<file path="config.mk">
export PLATFORM = sky130hd
export DESIGN_NAME = ssim_msw_mul
export DESIGN_NICKNAME = d
export VERILOG_FILES = /design/src/rtl/core/ssim_msw_pkg.sv /design/src/rtl/core/ssim_msw_mul.sv
export SDC_FILE = /design/constraint.sdc
export NUM_CORES = 1
export LEC_CHECK = 0
export BUFFER_PORTS_ARGS = -buffer_cell sky130_fd_sc_hd__buf_2
export CAP_MARGIN = 20
export CORE_ASPECT_RATIO = 0.7
export CORE_MARGIN = 5
export CORE_UTILIZATION = 53
export CTS_CLUSTER_DIAMETER = 150
export DETAILED_ROUTE_END_ITERATION = 10
export GPL_TIMING_DRIVEN = 0
export PLACE_DENSITY = 0.73
export SLEW_MARGIN = 0
export SYNTH_ARGS = -nofsm -noshare
export SYNTH_HDL_FRONTEND = slang
export SYNTH_SLANG_ARGS = --single-unit
</file>
<file path="constraint.sdc">
create_clock -name clk -period 4.9 [get_ports clk]
set_input_delay 0.735 -clock clk [delete_from_list [all_inputs] [get_ports clk]]
set_output_delay 0.735 -clock clk [all_outputs]
set_load 0.02 [all_outputs]
</file>
<file path="src/rtl/core/ssim_msw_pkg.sv">
// Shared types, widths and constants of the SSIM sliding-window block.
package ssim_msw_pkg;

    // Fixed widths that follow from the field ranges and a window of up to 31.
    localparam int DIM_W  = 13;   // effective image dimension, up to 2047
    localparam int WIN_W  = 5;    // window side
    localparam int SA_W   = 18;   // sum of up to 961 pixels
    localparam int SAA_W  = 26;   // sum of up to 961 squared pixels
    localparam int MW     = 52;   // serial multiplier operand width
    localparam int PW     = 104;  // serial multiplier product width
    localparam int QW     = 17;   // quotient bits of the Q16 ratio and the mean
    localparam int DVW    = PW + QW - 1;  // divider remainder width
    localparam int TOT_W  = 40;   // signed running sum of window values
    localparam int CNT_W  = 21;   // window count
    localparam int MEAN_W = 18;   // signed Q16 mean
    localparam int CFG_IDX_W = 2;
    localparam int CFG_DAT_W = 11;

    // Register indexes of the configuration port.
    localparam logic [CFG_IDX_W-1:0] REG_WIDTH  = 2'd0;
    localparam logic [CFG_IDX_W-1:0] REG_HEIGHT = 2'd1;
    localparam logic [CFG_IDX_W-1:0] REG_WINDOW = 2'd2;

    // Stabilizing constants scaled by 10000, and the scale factors.
    localparam logic [MW-1:0] K_C1     = MW'(65025);
    localparam logic [MW-1:0] K_C2     = MW'(585225);
    localparam logic [MW-1:0] K_TWO    = MW'(20000);
    localparam logic [MW-1:0] K_ONE    = MW'(10000);
    localparam logic [QW-1:0] Q_ONE    = QW'(65536);

    // Controller states.
    typedef enum logic [3:0] {
        S_IDLE,
        S_READ,
        S_DRAIN,
        S_MUL_GO,
        S_MUL_WAIT,
        S_DIV_GO,
        S_DIV_WAIT,
        S_TOTAL,
        S_MEAN_GO,
        S_MEAN_WAIT,
        S_OUT
    } state_t;

    // Steps of the window arithmetic, each one pass of the serial multiplier.
    typedef enum logic [3:0] {
        OP_AB,
        OP_M2,
        OP_MSAB,
        OP_MSAA,
        OP_MSBB,
        OP_SA2,
        OP_SB2,
        OP_P2,
        OP_P3,
        OP_N1,
        OP_N2,
        OP_D1,
        OP_D2,
        OP_NUM,
        OP_DEN
    } op_t;

endpackage

</file>
<file path="src/rtl/core/ssim_msw_mul.sv">
// Shift-and-add multiplier that stops once the remaining multiplier bits are zero.
module ssim_msw_mul (
    input  logic                       clk,
    input  logic                       rst_n,
    input  logic                       start,
    input  logic [ssim_msw_pkg::MW-1:0] op_a,
    input  logic [ssim_msw_pkg::MW-1:0] op_b,
    output logic                       busy,
    output logic [ssim_msw_pkg::PW-1:0] product
);
    import ssim_msw_pkg::*;

    logic [PW-1:0] acc_reg;
    logic [PW-1:0] a_reg;
    logic [MW-1:0] b_reg;
    logic          busy_reg;

    // Control: busy until the multiplier operand is used up.
    always_ff @(posedge clk or negedge rst_n)
    begin
        if (!rst_n)
        begin
            busy_reg <= 1'b0;
        end
        else if (start)
        begin
            busy_reg <= 1'b1;
        end
        else if (busy_reg && (b_reg == '0))
        begin
            busy_reg <= 1'b0;
        end
    end

    // Datapath: one multiplier bit per cycle.
    always_ff @(posedge clk)
    begin
        if (start)
        begin
            acc_reg <= '0;
            a_reg   <= PW'(op_a);
            b_reg   <= op_b;
        end
        else if (busy_reg && (b_reg != '0))
        begin
            if (b_reg[0])
            begin
                acc_reg <= acc_reg + a_reg;
            end
            a_reg <= a_reg << 1;
            b_reg <= b_reg >> 1;
        end
    end

    assign busy    = busy_reg;
    assign product = acc_reg;

endmodule

</file>
==> results.py <==
metrics = {
    "outcome": {
        "status": "complete, no violations",
    },
    "synthesis": {
        "synth_flop_cell": "dfxtp_1",
        "synth_cell_types": 78,
        "synth-seq-cells": 261,
        "netlist_area_sq_um": 16400,
        "yosys.area_share.simple_pct": 16.4,
        "synthArstFlopShare_pct": 0.383,
        "synth_mux_area_share_pct": 10.3,
        "yosysSeqAreaShare_pct": 38.2,
        "yosysWarnings": 0,
        "syn-num-nets": 2073,
        "synth_top_family_by_area": "compound AO/OA/AOI/OAI gates",
        "avgSynthCellArea_sq_um": 8.82,
        "synthXorXnorAreaFrac_pct": 4.85,
        "synth_edf_count": 104,
        "synth_fa_ha_area_share_pct": 7.96,
        "synth-compound-area-share_pct": 19.4,
        "netlist_instances": 1862,
    },
    "sta": {
        "fmax_mhz": 236,
        "max-slew-margin-rel_pct": 31.7,
        "skew_ns": 0.0159,
        "finalCritPeriodShare_pct": 86.6,
        "timing.final.hold_violations": 0,
        "tightest_slew_ns": 1.02,
        "min_period_ns": 4.25,
        "maxSlewViolCount": 0,
        "holdWs_ns": 0.446,
        "rsz0062_at_grt": "no",
        "finalSetupViolCount": 0,
    },
    "detailed_routing": {
        "drtIter0Drc": 1425,
        "drc": 0,
        "drtAntennaViolNets": 0,
        "drtPass1Iterations": 5,
        "wl_mm": 50.6,
        "wl_per_cell_um": 19.9,
        "viasPerCell": 5.93,
        "via_count": 15100,
    },
    "worst_setup_path": {
        "critPathBufInv": 1,
        "worstPathArrival_ns": 4.74,
        "crit_path_frequent_cell": "a21oi_1",
        "worstReg2RegStart": "a_reg[43]",
        "worstPathRequired_ns": 5.39,
        "crit_path_max_incr_delay_ns": 0.54,
        "path_depth": 13,
        "start_kind": "flip-flop",
        "worstPathMaxFanout": 7,
        "cp_slowest_cell": "o31ai_1",
        "cp_top_family": "compound AO/OA/AOI/OAI gates",
        "end_kind": "flip-flop",
        "r2r_end": "product[100]",
        "reg2reg_slack_ns": 0.65,
        "worstPathCellList": "ha_1 > clkbuf_1 > nand2_1 > nor4_1 > and3_1 > nand4_1 > a21oi_1 > o211ai_1 > a21oi_1 > a21oi_1 > o31ai_1 > nand4_1 > a31oi_1",
        "r2r_cells": 13,
        "worstSetupPathType": "flip-flop to flip-flop",
    },
    "pwr": {
        "p_int_w": 0.00442,
        "seqPwrFrac_pct": 38.9,
        "p_leak_nw": 7.92,
        "power_frac_comb_pct": 29.8,
        "switching_share_pct": 34.7,
        "cellPowerDensity_nw_per_um2": 357,
        "ir_drop_v": 0.000289,
        "clock_power_share_pct": 31.3,
        "p_switching_w": 0.00235,
    },
    "clock_network": {
        "cts_resized": 0,
        "clock-root-buffer": "clkbuf_16",
        "cts.sinks": 261,
        "htreeDepth": 1,
        "clk_latency_ns": 0.57,
        "numCtsBuffers": 27,
        "cts_tree": "yes",
        "path_clk_slew_ns": 0.06,
        "cts_setup_buffers": 0,
        "cts.path.max_buffers": 3,
    },
    "final_layout": {
        "fin_nets": 2314,
        "final_core_utilization_pct": 61.4,
        "multi_input_area_sq_um": 9700,
        "seq_area_sq_um": 6270,
        "n_antenna_cell": 0,
        "syn2layout_area_growth_pct": 15.3,
        "drive_above_1_share_pct": 18.0,
        "n_fill_cell": 2795,
    },
    "place": {
        "post-dp-hpwl_mm": 39.8,
        "gp_congestion": 1.02,
        "io_buffer_count": 210,
    },
    "hold_path": {
        "hold_depth": 2,
        "hold_path_end": "a_reg[0]",
        "hold_path_class": "input pin to flip-flop",
        "hold_path_startpoint": "op_a[0]",
    },
    "die": {
        "dieHeight_um": 157,
        "ioPinCount": 212,
        "dieWidth_um": 220,
        "start_util_pct": 53.2,
        "fp.coreArea_sq_um": 30900,
        "rows": 54,
        "die_area_sq_um": 34700,
    },
    "global_routing": {
        "grt_usage_pct": 28.4,
        "grt_overflow": 0,
        "first_global_vias": 14200,
        "grt_antenna_before_repair": 0,
        "grt_pass1_wl_mm": 78.5,
        "grt_max_degree": 69,
    },
    "job": {
        "max-cap-violations": 0,
    },
}
stage by stage:
step	setup TNS, ns	cell area (sq um)	std cells	worst slack (ns)	power [W]
after global placement	-180.47	18000	2492	-1.75	0.00461
final	0	18900	2544	0.655	0.00676
after floorplan	0	16400	1862	0.249	0.00406
after detailed placement	0	18000	2493	0.856	0.00464
after CTS	0	18900	2544	0.833	0.00676
after global routing	0	18900	2544	0.570	0.00711
worst max path at each step:
stage / startpoint / end
2_1_floorplan: b_reg[51] / a_reg[0]
3_3_place_gp: b_reg[50] / b_reg[19]
3_5_place_dp: a_reg[43] / product[100]
4_1_cts: a_reg[43] / product[100]
5_1_grt: a_reg[43] / product[100]
6_report: a_reg[43] / product[100]
final cells by class:
cell class,instances,area share (%)
Buffer,91,1.84
Sequential cell,261,33.1
Tap cell,420,2.77
Clock inverter,15,0.931
Multi-Input combinational cell,1478,51.2
Inverter,32,0.634
Timing Repair Buffer,212,5.75
Clock buffer,35,3.78
routing by layer:
metal / GRT usage [%] / vias to the layer above / part of all wire (%)
met5: 0 / - / 0
met4: 6.47 / 0 / 2.6
met2: 40.8 / 529 / 41
li1: - / 7277 / -
met1: 43.9 / 7186 / 48
met3: 5.48 / 82 / 7.8
power by group through the flow:
stage	sequential (W)	combinational (W)	clock (W)
global route	0.00265	0.00221	0.00225
CTS	0.00263	0.00198	0.00215
global placement	0.00267	0.00195	0
detailed placement	0.00268	0.00197	0
floorplan	0.00275	0.00130	0
finish	0.00263	0.00202	0.00211
layout by cell type, fill, tap and decap left out, types with 5 or more instances in the layout:
cell       Yosys  routed
clkbuf_1      75      82
o21a_1         8       8
and3_1        13      13
xor2_1        40      40
o31ai_1       12      12
ha_1         103     103
xnor2_1       51      51
o21ai_0       80      80
mux2_2       102     102
nand3_1       30      30
nor3_1        30      30
a21o_1        51      51
a21boi_0       5       5
buf_2          5     215
nand2_1      282     281
o21ai_1       10      10
nand4_1       39      39
buf_1         11      11
inv_1         31      31
and2_1         8       8
mux2i_1       55      55
o21bai_1      31      31
clkbuf_16      0      27
nor4_1        21      21
dfxtp_1      156     156
a21oi_1      240     240
nor2_1       148     148
a211oi_1       5       5
nor2b_1       11      11
edfxtp_1     104     104
a31oi_1       21      21
kinds of logic (layout without fill, tap and decap cells):
family | Yosys count | count (layout)
compound gates | 519 | 519
fa+ha+maj | 104 | 104
mux | 157 | 157
flops | 261 | 261
buf+inv | 123 | 385
simple gates | 607 | 607
xor+xnor | 91 | 91
synthesized netlist by cell type, drive strengths merged (31+ instances only):
cell type | instances | share of area [%]
inv | 31 | 0.71
nand4 | 40 | 1.6
a21o | 51 | 2.3
ha | 103 | 7.8
mux2i | 55 | 3.4
nand2 | 282 | 6.4
edfxtp | 104 | 19
xor2 | 40 | 2.1
nor2 | 148 | 3.4
o21ai | 90 | 2.7
o21bai | 31 | 1.4
a21oi | 242 | 7.4
mux2 | 102 | 7.0
clkbuf | 75 | 1.7
xnor2 | 51 | 2.7
dfxtp | 156 | 19
what timing repair did:
item / CTS / global route
endpoints found under the setup margin: 0 / 0
hold buffers: 1 / 0
endpoints found under the hold margin: 1 / 0
No activity file was read; power rests on OpenSTA's default activity.
