### src/rtl/core/ssim_msw_pkg.sv
// Shared types, widths and constants of the SSIM sliding-window block.
package ssim_msw_pkg;

    // Fixed widths that follow from the field ranges and a window of up to 31.
    localparam int DIM_W  = 13;   // effective image dimension, up to 2047
    localparam int WIN_W  = 5;    // window side
    localparam int SA_W   = 18;   // sum of up to 961 pixels
    localparam int SAA_W  = 26;   // sum of up to 961 squared pixels
    localparam int MW     = 52;   // serial multiplier operand width
    localparam int PW     = 104;  // serial multiplier product width
    localparam int QW     = 17;   // quotient bits of the Q16 ratio and the mean
    localparam int DVW    = PW + QW - 1;  // divider remainder width
    localparam int TOT_W  = 40;   // signed running sum of window values
    localparam int CNT_W  = 21;   // window count
    localparam int MEAN_W = 18;   // signed Q16 mean
    localparam int CFG_IDX_W = 2;
    localparam int CFG_DAT_W = 11;

    // Register indexes of the configuration port.
    localparam logic [CFG_IDX_W-1:0] REG_WIDTH  = 2'd0;
    localparam logic [CFG_IDX_W-1:0] REG_HEIGHT = 2'd1;
    localparam logic [CFG_IDX_W-1:0] REG_WINDOW = 2'd2;

    // Stabilizing constants scaled by 10000, and the scale factors.
    localparam logic [MW-1:0] K_C1     = MW'(65025);
    localparam logic [MW-1:0] K_C2     = MW'(585225);
    localparam logic [MW-1:0] K_TWO    = MW'(20000);
    localparam logic [MW-1:0] K_ONE    = MW'(10000);
    localparam logic [QW-1:0] Q_ONE    = QW'(65536);

    // Controller states.
    typedef enum logic [3:0] {
        S_IDLE,
        S_READ,
        S_DRAIN,
        S_MUL_GO,
        S_MUL_WAIT,
        S_DIV_GO,
        S_DIV_WAIT,
        S_TOTAL,
        S_MEAN_GO,
        S_MEAN_WAIT,
        S_OUT
    } state_t;

    // Steps of the window arithmetic, each one pass of the serial multiplier.
    typedef enum logic [3:0] {
        OP_AB,
        OP_M2,
        OP_MSAB,
        OP_MSAA,
        OP_MSBB,
        OP_SA2,
        OP_SB2,
        OP_P2,
        OP_P3,
        OP_N1,
        OP_N2,
        OP_D1,
        OP_D2,
        OP_NUM,
        OP_DEN
    } op_t;

endpackage

### src/rtl/core/ssim_msw_div.sv
// Restoring divider giving a quotient of QW bits, one bit per cycle.
module ssim_msw_div (
    input  logic                        clk,
    input  logic                        rst_n,
    input  logic                        start,
    input  logic [ssim_msw_pkg::DVW-1:0] dividend,
    input  logic [ssim_msw_pkg::PW-1:0]  divisor,
    output logic                        busy,
    output logic [ssim_msw_pkg::QW-1:0]  quotient
);
    import ssim_msw_pkg::*;

    localparam int CNT_BITS = $clog2(QW + 1);

    logic [DVW-1:0]      rem_reg;
    logic [DVW-1:0]      ds_reg;
    logic [QW-1:0]       q_reg;
    logic [CNT_BITS-1:0] cnt_reg;
    logic                ge;

    assign ge = rem_reg >= ds_reg;

    // Step counter.
    always_ff @(posedge clk or negedge rst_n)
    begin
        if (!rst_n)
        begin
            cnt_reg <= '0;
        end
        else if (start)
        begin
            cnt_reg <= CNT_BITS'(QW);
        end
        else if (cnt_reg != '0)
        begin
            cnt_reg <= cnt_reg - 1'b1;
        end
    end

    // Compare against the shifted divisor and subtract where it fits.
    always_ff @(posedge clk)
    begin
        if (start)
        begin
            rem_reg <= dividend;
            ds_reg  <= DVW'(divisor) << (QW - 1);
            q_reg   <= '0;
        end
        else if (cnt_reg != '0)
        begin
            if (ge)
            begin
                rem_reg <= rem_reg - ds_reg;
            end
            q_reg  <= {q_reg[QW-2:0], ge};
            ds_reg <= ds_reg >> 1;
        end
    end

    assign busy     = cnt_reg != '0;
    assign quotient = q_reg;

endmodule
### config.mk
export PLATFORM = sky130hd
export DESIGN_NAME = ssim_msw_div
export DESIGN_NICKNAME = d
export VERILOG_FILES = /design/src/rtl/core/ssim_msw_pkg.sv /design/src/rtl/core/ssim_msw_div.sv
export SDC_FILE = /design/constraint.sdc
export NUM_CORES = 1
export LEC_CHECK = 0
export ABC_AREA = 1
export ABC_CLOCK_PERIOD_IN_PS = 8000
export BUFFER_PORTS_ARGS = -buffer_cell sky130_fd_sc_hd__buf_4
export CORE_ASPECT_RATIO = 1.75
export CORE_MARGIN = 2
export CORE_UTILIZATION = 60
export CTS_BUF_LIST = sky130_fd_sc_hd__clkbuf_16
export CTS_CLUSTER_DIAMETER = 40
export DETAILED_ROUTE_END_ITERATION = 8
export GPL_TIMING_DRIVEN = 0
export PLACE_DENSITY_LB_ADDON = 0.05
export SYNTH_ARGS = -nofsm -noshare
export SYNTH_HDL_FRONTEND = slang
export SYNTH_SLANG_ARGS = --single-unit
export TNS_END_PERCENT = 100
### constraint.sdc
create_clock -name clk -period 8 [get_ports clk]
set_clock_uncertainty 0.1 [all_clocks]
set_input_delay 1.6 -clock clk [delete_from_list [all_inputs] [get_ports clk]]
set_output_delay 1.6 -clock clk [all_outputs]
set_load 0.05 [all_outputs]
==> results of run 1 <==
[cells in the final DEF, fill, tap and decap left out, types with 4 or more instances in the layout]
master,n
o21ai_1,19
nand3b_1,8
nand2_1,1710
xnor2_1,47
inv_2,15
buf_2,7
nand3_1,141
dfrtp_1,5
edfxtp_1,224
buf_4,243
nand2_2,19
or2_2,12
nor2_4,5
nand3_2,15
o31ai_1,29
nor2_2,25
o21ai_0,153
nor3_1,14
nor2_1,330
ha_1,121
and2_1,4
dfxtp_1,33
clkinv_1,8
clkbuf_16,33
clkbuf_1,61
nand3b_2,6
inv_1,887
nand4_1,20
nor3_2,9
a21oi_1,117
[tightest hold or removal path: cells and delay by family, from the launching register on]
kind / cells / cell delay, ns
and+or+nand+nor: 2 / 0.11
DFF: 1 / 0.35
[metal layers]
| layer | vias to the layer above | track usage, % |
|---|---|---|
| met1 | 11900 | 45.7 |
| met3 | 591 | 9.79 |
| met4 | 0 | 51.8 |
| li1 | 12800 | - |
| met2 | 1619 | 81.6 |
| met5 | - | 0 |
[power by group]
part	leakage, nW	switching, mW	internal [mW]	total, mW
clock network	0.530	0.661	0.860	1.52
registers	2.71	0.185	2.06	2.25
logic	12.5	5.33	2.16	7.49
total	15.8	6.18	5.08	11.3
[how the worst min path moves through the flow]
| stage | end | start | slack [ns] |
|---|---|---|---|
| 2_1_floorplan | cnt_reg[4]$_DFFE_PN0P_ | cnt_reg[4]$_DFFE_PN0P_ | 0.34 |
| 3_3_place_gp | cnt_reg[4]$_DFFE_PN0P_ | cnt_reg[4]$_DFFE_PN0P_ | 0.35 |
| 3_5_place_dp | cnt_reg[4]$_DFFE_PN0P_ | cnt_reg[4]$_DFFE_PN0P_ | 0.37 |
| 4_1_cts | cnt_reg[4]$_DFFE_PN0P_ | cnt_reg[4]$_DFFE_PN0P_ | 0.38 |
| 5_1_grt | cnt_reg[4]$_DFFE_PN0P_ | cnt_reg[4]$_DFFE_PN0P_ | 0.41 |
| 6_report | cnt_reg[4]$_DFFE_PN0P_ | cnt_reg[4]$_DFFE_PN0P_ | 0.39 |
[area by class of cell]
type | instances | share of cell area [%]
timing repair buffer | 246 | 6.81
tap | 495 | 2.22
clock inverter | 23 | 0.907
buffer | 72 | 1.01
sequential | 262 | 27.0
multi-input combinational | 2817 | 46.9
clock buffer | 33 | 2.96
inverter | 905 | 12.2
[logic make-up after synthesis]
group,share of synthesized area (%)
flops,31.0
compound gates,7.07
simple gates,38.8
fa+ha+maj,6.32
xor+xnor,1.73
buf+inv,15.1
[through the flow]
step | setup WS (ns) | util [%] | instances
final | 3.21 | 69.8 | 4853
after global routing | 3.12 | 69.8 | 4853
after CTS | 3.41 | 69.8 | 4853
after detailed placement | 3.14 | 67.1 | 4797
after global placement | 0.141 | 66.9 | 4794
after floorplan | 2.56 | - | 4056
==> results.sh, run 1 <==
export IMPL_grt_max_degree=57
export IMPL_vdd_drop_max_mv=0.313
export IMPL_synth_top_area_share_pct=27.7
export IMPL_clk_latency_ns=0.61
export IMPL_placed_area_mm2=0.0268
export IMPL_fin_nets=4683
export IMPL_synth_most_common_cell="nand2_1"
export IMPL_cp_arrival_ns=3.09
export IMPL_vias_per_cell=5.55
export IMPL_maxSlewHeadroom_pct=-6.81
export IMPL_routed_wl_mm=103
export IMPL_syn_inst=4056
export IMPL_syn_cell_area_mm2=0.0243
export IMPL_root_buffer="clkbuf_16"
export IMPL_fin_crit_sh_pct=59.9
export IMPL_rsz0062_at_grt="no"
export IMPL_yosys_warnings=0
export IMPL_numClockSinks=262
export IMPL_r2r_cells=13
export IMPL_grt_remaining_overflow=0
export IMPL_cts_made_buffers=30
export IMPL_p_leak_nw=15.8
export IMPL_dp_hpwl_mm=82.5
export IMPL_synth_ff_type="edfxtp_1"
export IMPL_layout_drive_gt1_share_pct=9.52
export IMPL_power_mw=11.3
export IMPL_met2RoutedLength_mm=48.8
export IMPL_port_buffers=243
export IMPL_min_path_type="reg -> reg"
export IMPL_max_freq_ghz=0.209
export IMPL_crit_cells=7
export IMPL_die_area_mm2=0.0421
export IMPL_cts_buffer_depth=3
export IMPL_grt_antenna_before_repair=0
export IMPL_yosysSeqAreaShare_pct=31.0
export IMPL_top_layer="met4"
export IMPL_antenna_cells=0
export IMPL_io_pin_count=245
export IMPL_syn_to_final_growth_pct=14.9
export IMPL_synth_edf_count=224
export IMPL_yosysTopAreaCell="edfxtp_1"
export IMPL_die_h_um=270
export IMPL_crit_fanout=10
export IMPL_fill_cells=3490
export IMPL_post_cts_resized=0
export IMPL_final_antenna_net_count=0
export IMPL_maxCapViolCount=1
export IMPL_fin_setup_tns_ns=0
export IMPL_regArea_mm2=0.00751
export IMPL_violations="max-capacitance violations, max-slew violations"
export IMPL_hold_buffers=0
export IMPL_multi_input_area_mm2=0.0131
export IMPL_finish_instance_area_mm2=0.0279
export IMPL_critPathTopFamily="buffers and inverters"
export IMPL_met1_length_mm=31.8
export IMPL_routed_wl_met3_mm=8.59
export IMPL_crit_path_start_kind="register"
export IMPL_grt_pass1_wl_mm=149
export IMPL_async_flop_share_pct=1.91
export IMPL_clk_pin_slew_ns=0.07
export IMPL_htreeDepth=1
export IMPL_setup_worst_path_start="cnt_reg[0]$_DFFE_PN0P_"
export IMPL_drc=0
export IMPL_synth_seq_cells=262
export IMPL_syn_area_per_cell_um2=5.98
export IMPL_hold_ws_ns=0.389
export IMPL_holdPathStages=2
export IMPL_synth_common_cells="1,711 x nand2_1, 888 x inv_1, 330 x nor2_1"
export IMPL_required_ns=6.30
export IMPL_drt_first_pass_iters=9
export IMPL_crit_path_max_incr_delay_ns=0.58
export IMPL_routedWlPerCell_um=21.3
export IMPL_drv_slew=11
export IMPL_powerDensity_mw_per_mm2=404
export IMPL_die_w_um=156
export IMPL_min_period_ns=4.79
export IMPL_synth_nets=4405
export IMPL_crit_chain="inv_1, ha_1, nand2_1, nor2_1, clkinv_1, buf_2, buf_4"
export IMPL_cp_slowest_cell="nor2_1"
export IMPL_vias=26900
export IMPL_status="finished, violations left"
export IMPL_worstReg2RegEnd="rem_reg[78]$_DFFE_PP_"
export IMPL_synth_area_leaders="edfxtp_1 28%, nand2_1 26%, inv_1 14%"
export IMPL_drt_iter0_markers=2765
export IMPL_r2r_slack_ns=4.20
export IMPL_setup_viol=0
export IMPL_path_class="reg -> out"
export IMPL_gp_congestion=1.09
export IMPL_end_kind="primary output"
export IMPL_row_count=97
export IMPL_ys_types=38
export IMPL_track_usage_pct=48.1
export IMPL_crit_buf_inv=4
export IMPL_core_mm2=0.0399
export IMPL_crit_path_end="busy"
export IMPL_hold_viol=0
export IMPL_grt_pass1_vias=26500
export IMPL_cts_tree="yes"
export IMPL_worstReg2RegStart="ds_reg[39]$_DFFE_PP_"
export IMPL_cts_setup_buffers=0
export IMPL_start_util_pct=60.8
export IMPL_tightest_slew_ns=1.60
No activity file was read; power rests on OpenSTA's default activity.
==> run 2: changes to the inputs <==
--- a/config.mk
+++ b/config.mk
@@ -6,11 +6,11 @@
 export NUM_CORES = 1
 export LEC_CHECK = 0
 export ABC_AREA = 1
-export ABC_CLOCK_PERIOD_IN_PS = 8000
+export ABC_CLOCK_PERIOD_IN_PS = 4220
 export BUFFER_PORTS_ARGS = -buffer_cell sky130_fd_sc_hd__buf_4
 export CORE_ASPECT_RATIO = 1.75
 export CORE_MARGIN = 2
-export CORE_UTILIZATION = 60
+export CORE_UTILIZATION = 55
 export CTS_BUF_LIST = sky130_fd_sc_hd__clkbuf_16
 export CTS_CLUSTER_DIAMETER = 40
 export DETAILED_ROUTE_END_ITERATION = 8
==> constraint.sdc (replaced) <==
create_clock -name clk -period 4.22 [get_ports clk]
set_clock_uncertainty 0.1 [all_clocks]
set_input_delay 0.844 -clock clk [delete_from_list [all_inputs] [get_ports clk]]
set_output_delay 0.844 -clock clk [all_outputs]
set_load 0.05 [all_outputs]
==> run 2 against run 1 <==
Compared with the run above:
- the run still ends with max-capacitance violations, max-slew violations left
- flip-flop and latch count unchanged
- sequential power increased by 88%
- worst hold slack got worse by 0.015 ns
- global-route usage decreased by 6.3 points
- final cell count increased by 1.5%
- combinational power increased by 84%
- critical endpoint is now ds_reg[70]$_DFFE_PP_
==> results.sh, run 2 (same netlist as run 1, synthesis figures left out) <==
export IMPL_cp_arrival_ns=3.93
export IMPL_grt_pass1_vias=25200
export IMPL_root_buffer="clkbuf_16"
export IMPL_routed_wl_mm=97.3
export IMPL_status="finished, violations left"
export IMPL_crit_path_max_incr_delay_ns=1.22
export IMPL_clk_latency_ns=0.61
export IMPL_path_class="in -> reg"
export IMPL_r2r_cells=12
export IMPL_drt_iter0_markers=1999
export IMPL_drc=0
export IMPL_hold_viol=0
export IMPL_max_freq_ghz=0.265
export IMPL_holdPathStages=2
export IMPL_maxCapViolCount=1
export IMPL_hold_start="ds_reg[11]$_SDFFE_PP0N_"
export IMPL_vias=25900
export IMPL_cp_common_cell="clkbuf_1"
export IMPL_grt_remaining_overflow=0
export IMPL_min_path_type="reg -> reg"
export IMPL_r2r_slack_ns=0.49
export IMPL_setup_viol=0
export IMPL_post_cts_resized=0
export IMPL_finish_instance_area_mm2=0.0279
export IMPL_die_w_um=163
export IMPL_antenna_cells=0
export IMPL_p_leak_nw=15.7
export IMPL_required_ns=4.37
export IMPL_gp_congestion=1.12
export IMPL_cts_buffer_depth=3
export IMPL_rsz0062_at_grt="no"
export IMPL_mostFrequentLayoutCells="1,710 x nand2_1, 893 x inv_1, 330 x nor2_1"
export IMPL_crit_buf_inv=4
export IMPL_end_kind="register"
export IMPL_crit_chain="clkbuf_1, clkbuf_1, nor2_1, inv_4, buf_16"
export IMPL_powerDensity_mw_per_mm2=743
export IMPL_fill_cells=4363
export IMPL_routedWlPerCell_um=19.7
export IMPL_core_mm2=0.0435
export IMPL_syn_to_final_growth_pct=14.9
export IMPL_finalWorstSetupSlack_ns=0.446
export IMPL_port_buffers=243
export IMPL_drt_first_pass_iters=6
export IMPL_vdd_drop_max_mv=0.519
export IMPL_drv_slew=11
export IMPL_maxSlewHeadroom_pct=-6.84
export IMPL_multi_input_area_mm2=0.0131
export IMPL_critPathTopFamily="buffers and inverters"
export IMPL_worstReg2RegEnd="rem_reg[83]$_DFFE_PP_"
export IMPL_track_usage_pct=41.8
export IMPL_dp_hpwl_mm=81.4
export IMPL_cts_made_buffers=31
export IMPL_final_antenna_net_count=0
export IMPL_crit_path_start_kind="input pin"
export IMPL_cts_tree="yes"
export IMPL_worstReg2RegStart="rem_reg[38]$_DFFE_PP_"
export IMPL_numClockSinks=262
export IMPL_min_period_ns=3.77
export IMPL_htreeDepth=1
export IMPL_layout_drive_gt1_share_pct=9.40
export IMPL_final_common_cell="nand2_1"
export IMPL_violations="max-capacitance violations, max-slew violations"
export IMPL_vias_per_cell=5.25
export IMPL_clk_pin_slew_ns=0.06
export IMPL_dp_slack_ns=0.0490
export IMPL_cp_slowest_cell="clkbuf_1"
export IMPL_die_h_um=282
export IMPL_fin_crit_sh_pct=89.4
export IMPL_placed_area_mm2=0.0269
export IMPL_crit_cells=5
export IMPL_fin_nets=4684
export IMPL_min_to="ds_reg[11]$_SDFFE_PP0N_"
export IMPL_tightest_slew_ns=1.60
export IMPL_start_util_pct=55.8
export IMPL_io_pin_count=245
export IMPL_regArea_mm2=0.00751
export IMPL_crit_fanout=55
export IMPL_die_area_mm2=0.0459
export IMPL_row_count=101
export IMPL_grt_max_degree=83
export IMPL_grt_antenna_before_repair=1
export IMPL_grt_pass1_wl_mm=141
## run 2: power by group
part	internal, mW	total, mW	leakage, nW	switching (mW)
clock network	1.46	2.67	0.508	1.21
logic	4.06	13.8	12.5	9.75
registers	3.91	4.23	2.71	0.319
## run 2: layout make-up
cell class                      count  area share [%]
Clock buffer                       32            2.87
Clock inverter                     26           0.749
Tap cell                          566            2.54
Buffer                             72            1.00
Timing Repair Buffer              246            6.77
Multi-Input combinational cell   2817            46.9
Sequential cell                   262            26.9
Inverter                          905            12.2
## run 2: worst reg2reg max path, delay by kind of cell, from the launching register on
kind	cells	cell delay (ns)
adders and majority gates	1	0.40
buffers and inverters	2	0.52
DFF	1	0.39
and+or+nand+nor	9	1.83
## run 2: per-stage QoR
step	util (%)	power, mW	cells	TNS (ns)	hold slack [ns]
finish	64.2	20.7	4926	0	0.374
global placement	61.7	17.5	4865	-329.63	0.357
global route	64.2	22.1	4926	0	0.407
floorplan	-	13.1	4056	0	0.343
CTS	64.2	20.3	4926	0	0.375
detailed placement	61.8	17.7	4867	0	0.366
## run 2: how the worst max path moves through the flow
| stage | startpoint | end | slack (ns) |
|---|---|---|---|
| global route | cnt_reg[0]$_DFFE_PN0P_ | busy | 0.37 |
| floorplan | start | ds_reg[100]$_DFFE_PP_ | 0.17 |
| finish | start | ds_reg[70]$_DFFE_PP_ | 0.45 |
| CTS | cnt_reg[0]$_DFFE_PN0P_ | busy | 0.57 |
| global placement | start | ds_reg[71]$_DFFE_PP_ | -2.15 |
| detailed placement | start | ds_reg[68]$_DFFE_PP_ | 0.05 |
## run 2: metal layers
layer | GRT usage (%) | part of all wire [%] | up-vias
met5 | 0 | 0.020 | -
met4 | 43.7 | 13 | 2
met3 | 5.44 | 5.8 | 411
met2 | 74.3 | 49 | 1035
met1 | 39.8 | 32 | 11600
li1 | - | - | 12800
## run 2: timing repair
| action | CTS | global route |
|---|---|---|
| buffers inserted | 0 | 0 |
| hold endpoints to repair | 5 | 0 |
| hold buffers | 1 | 0 |
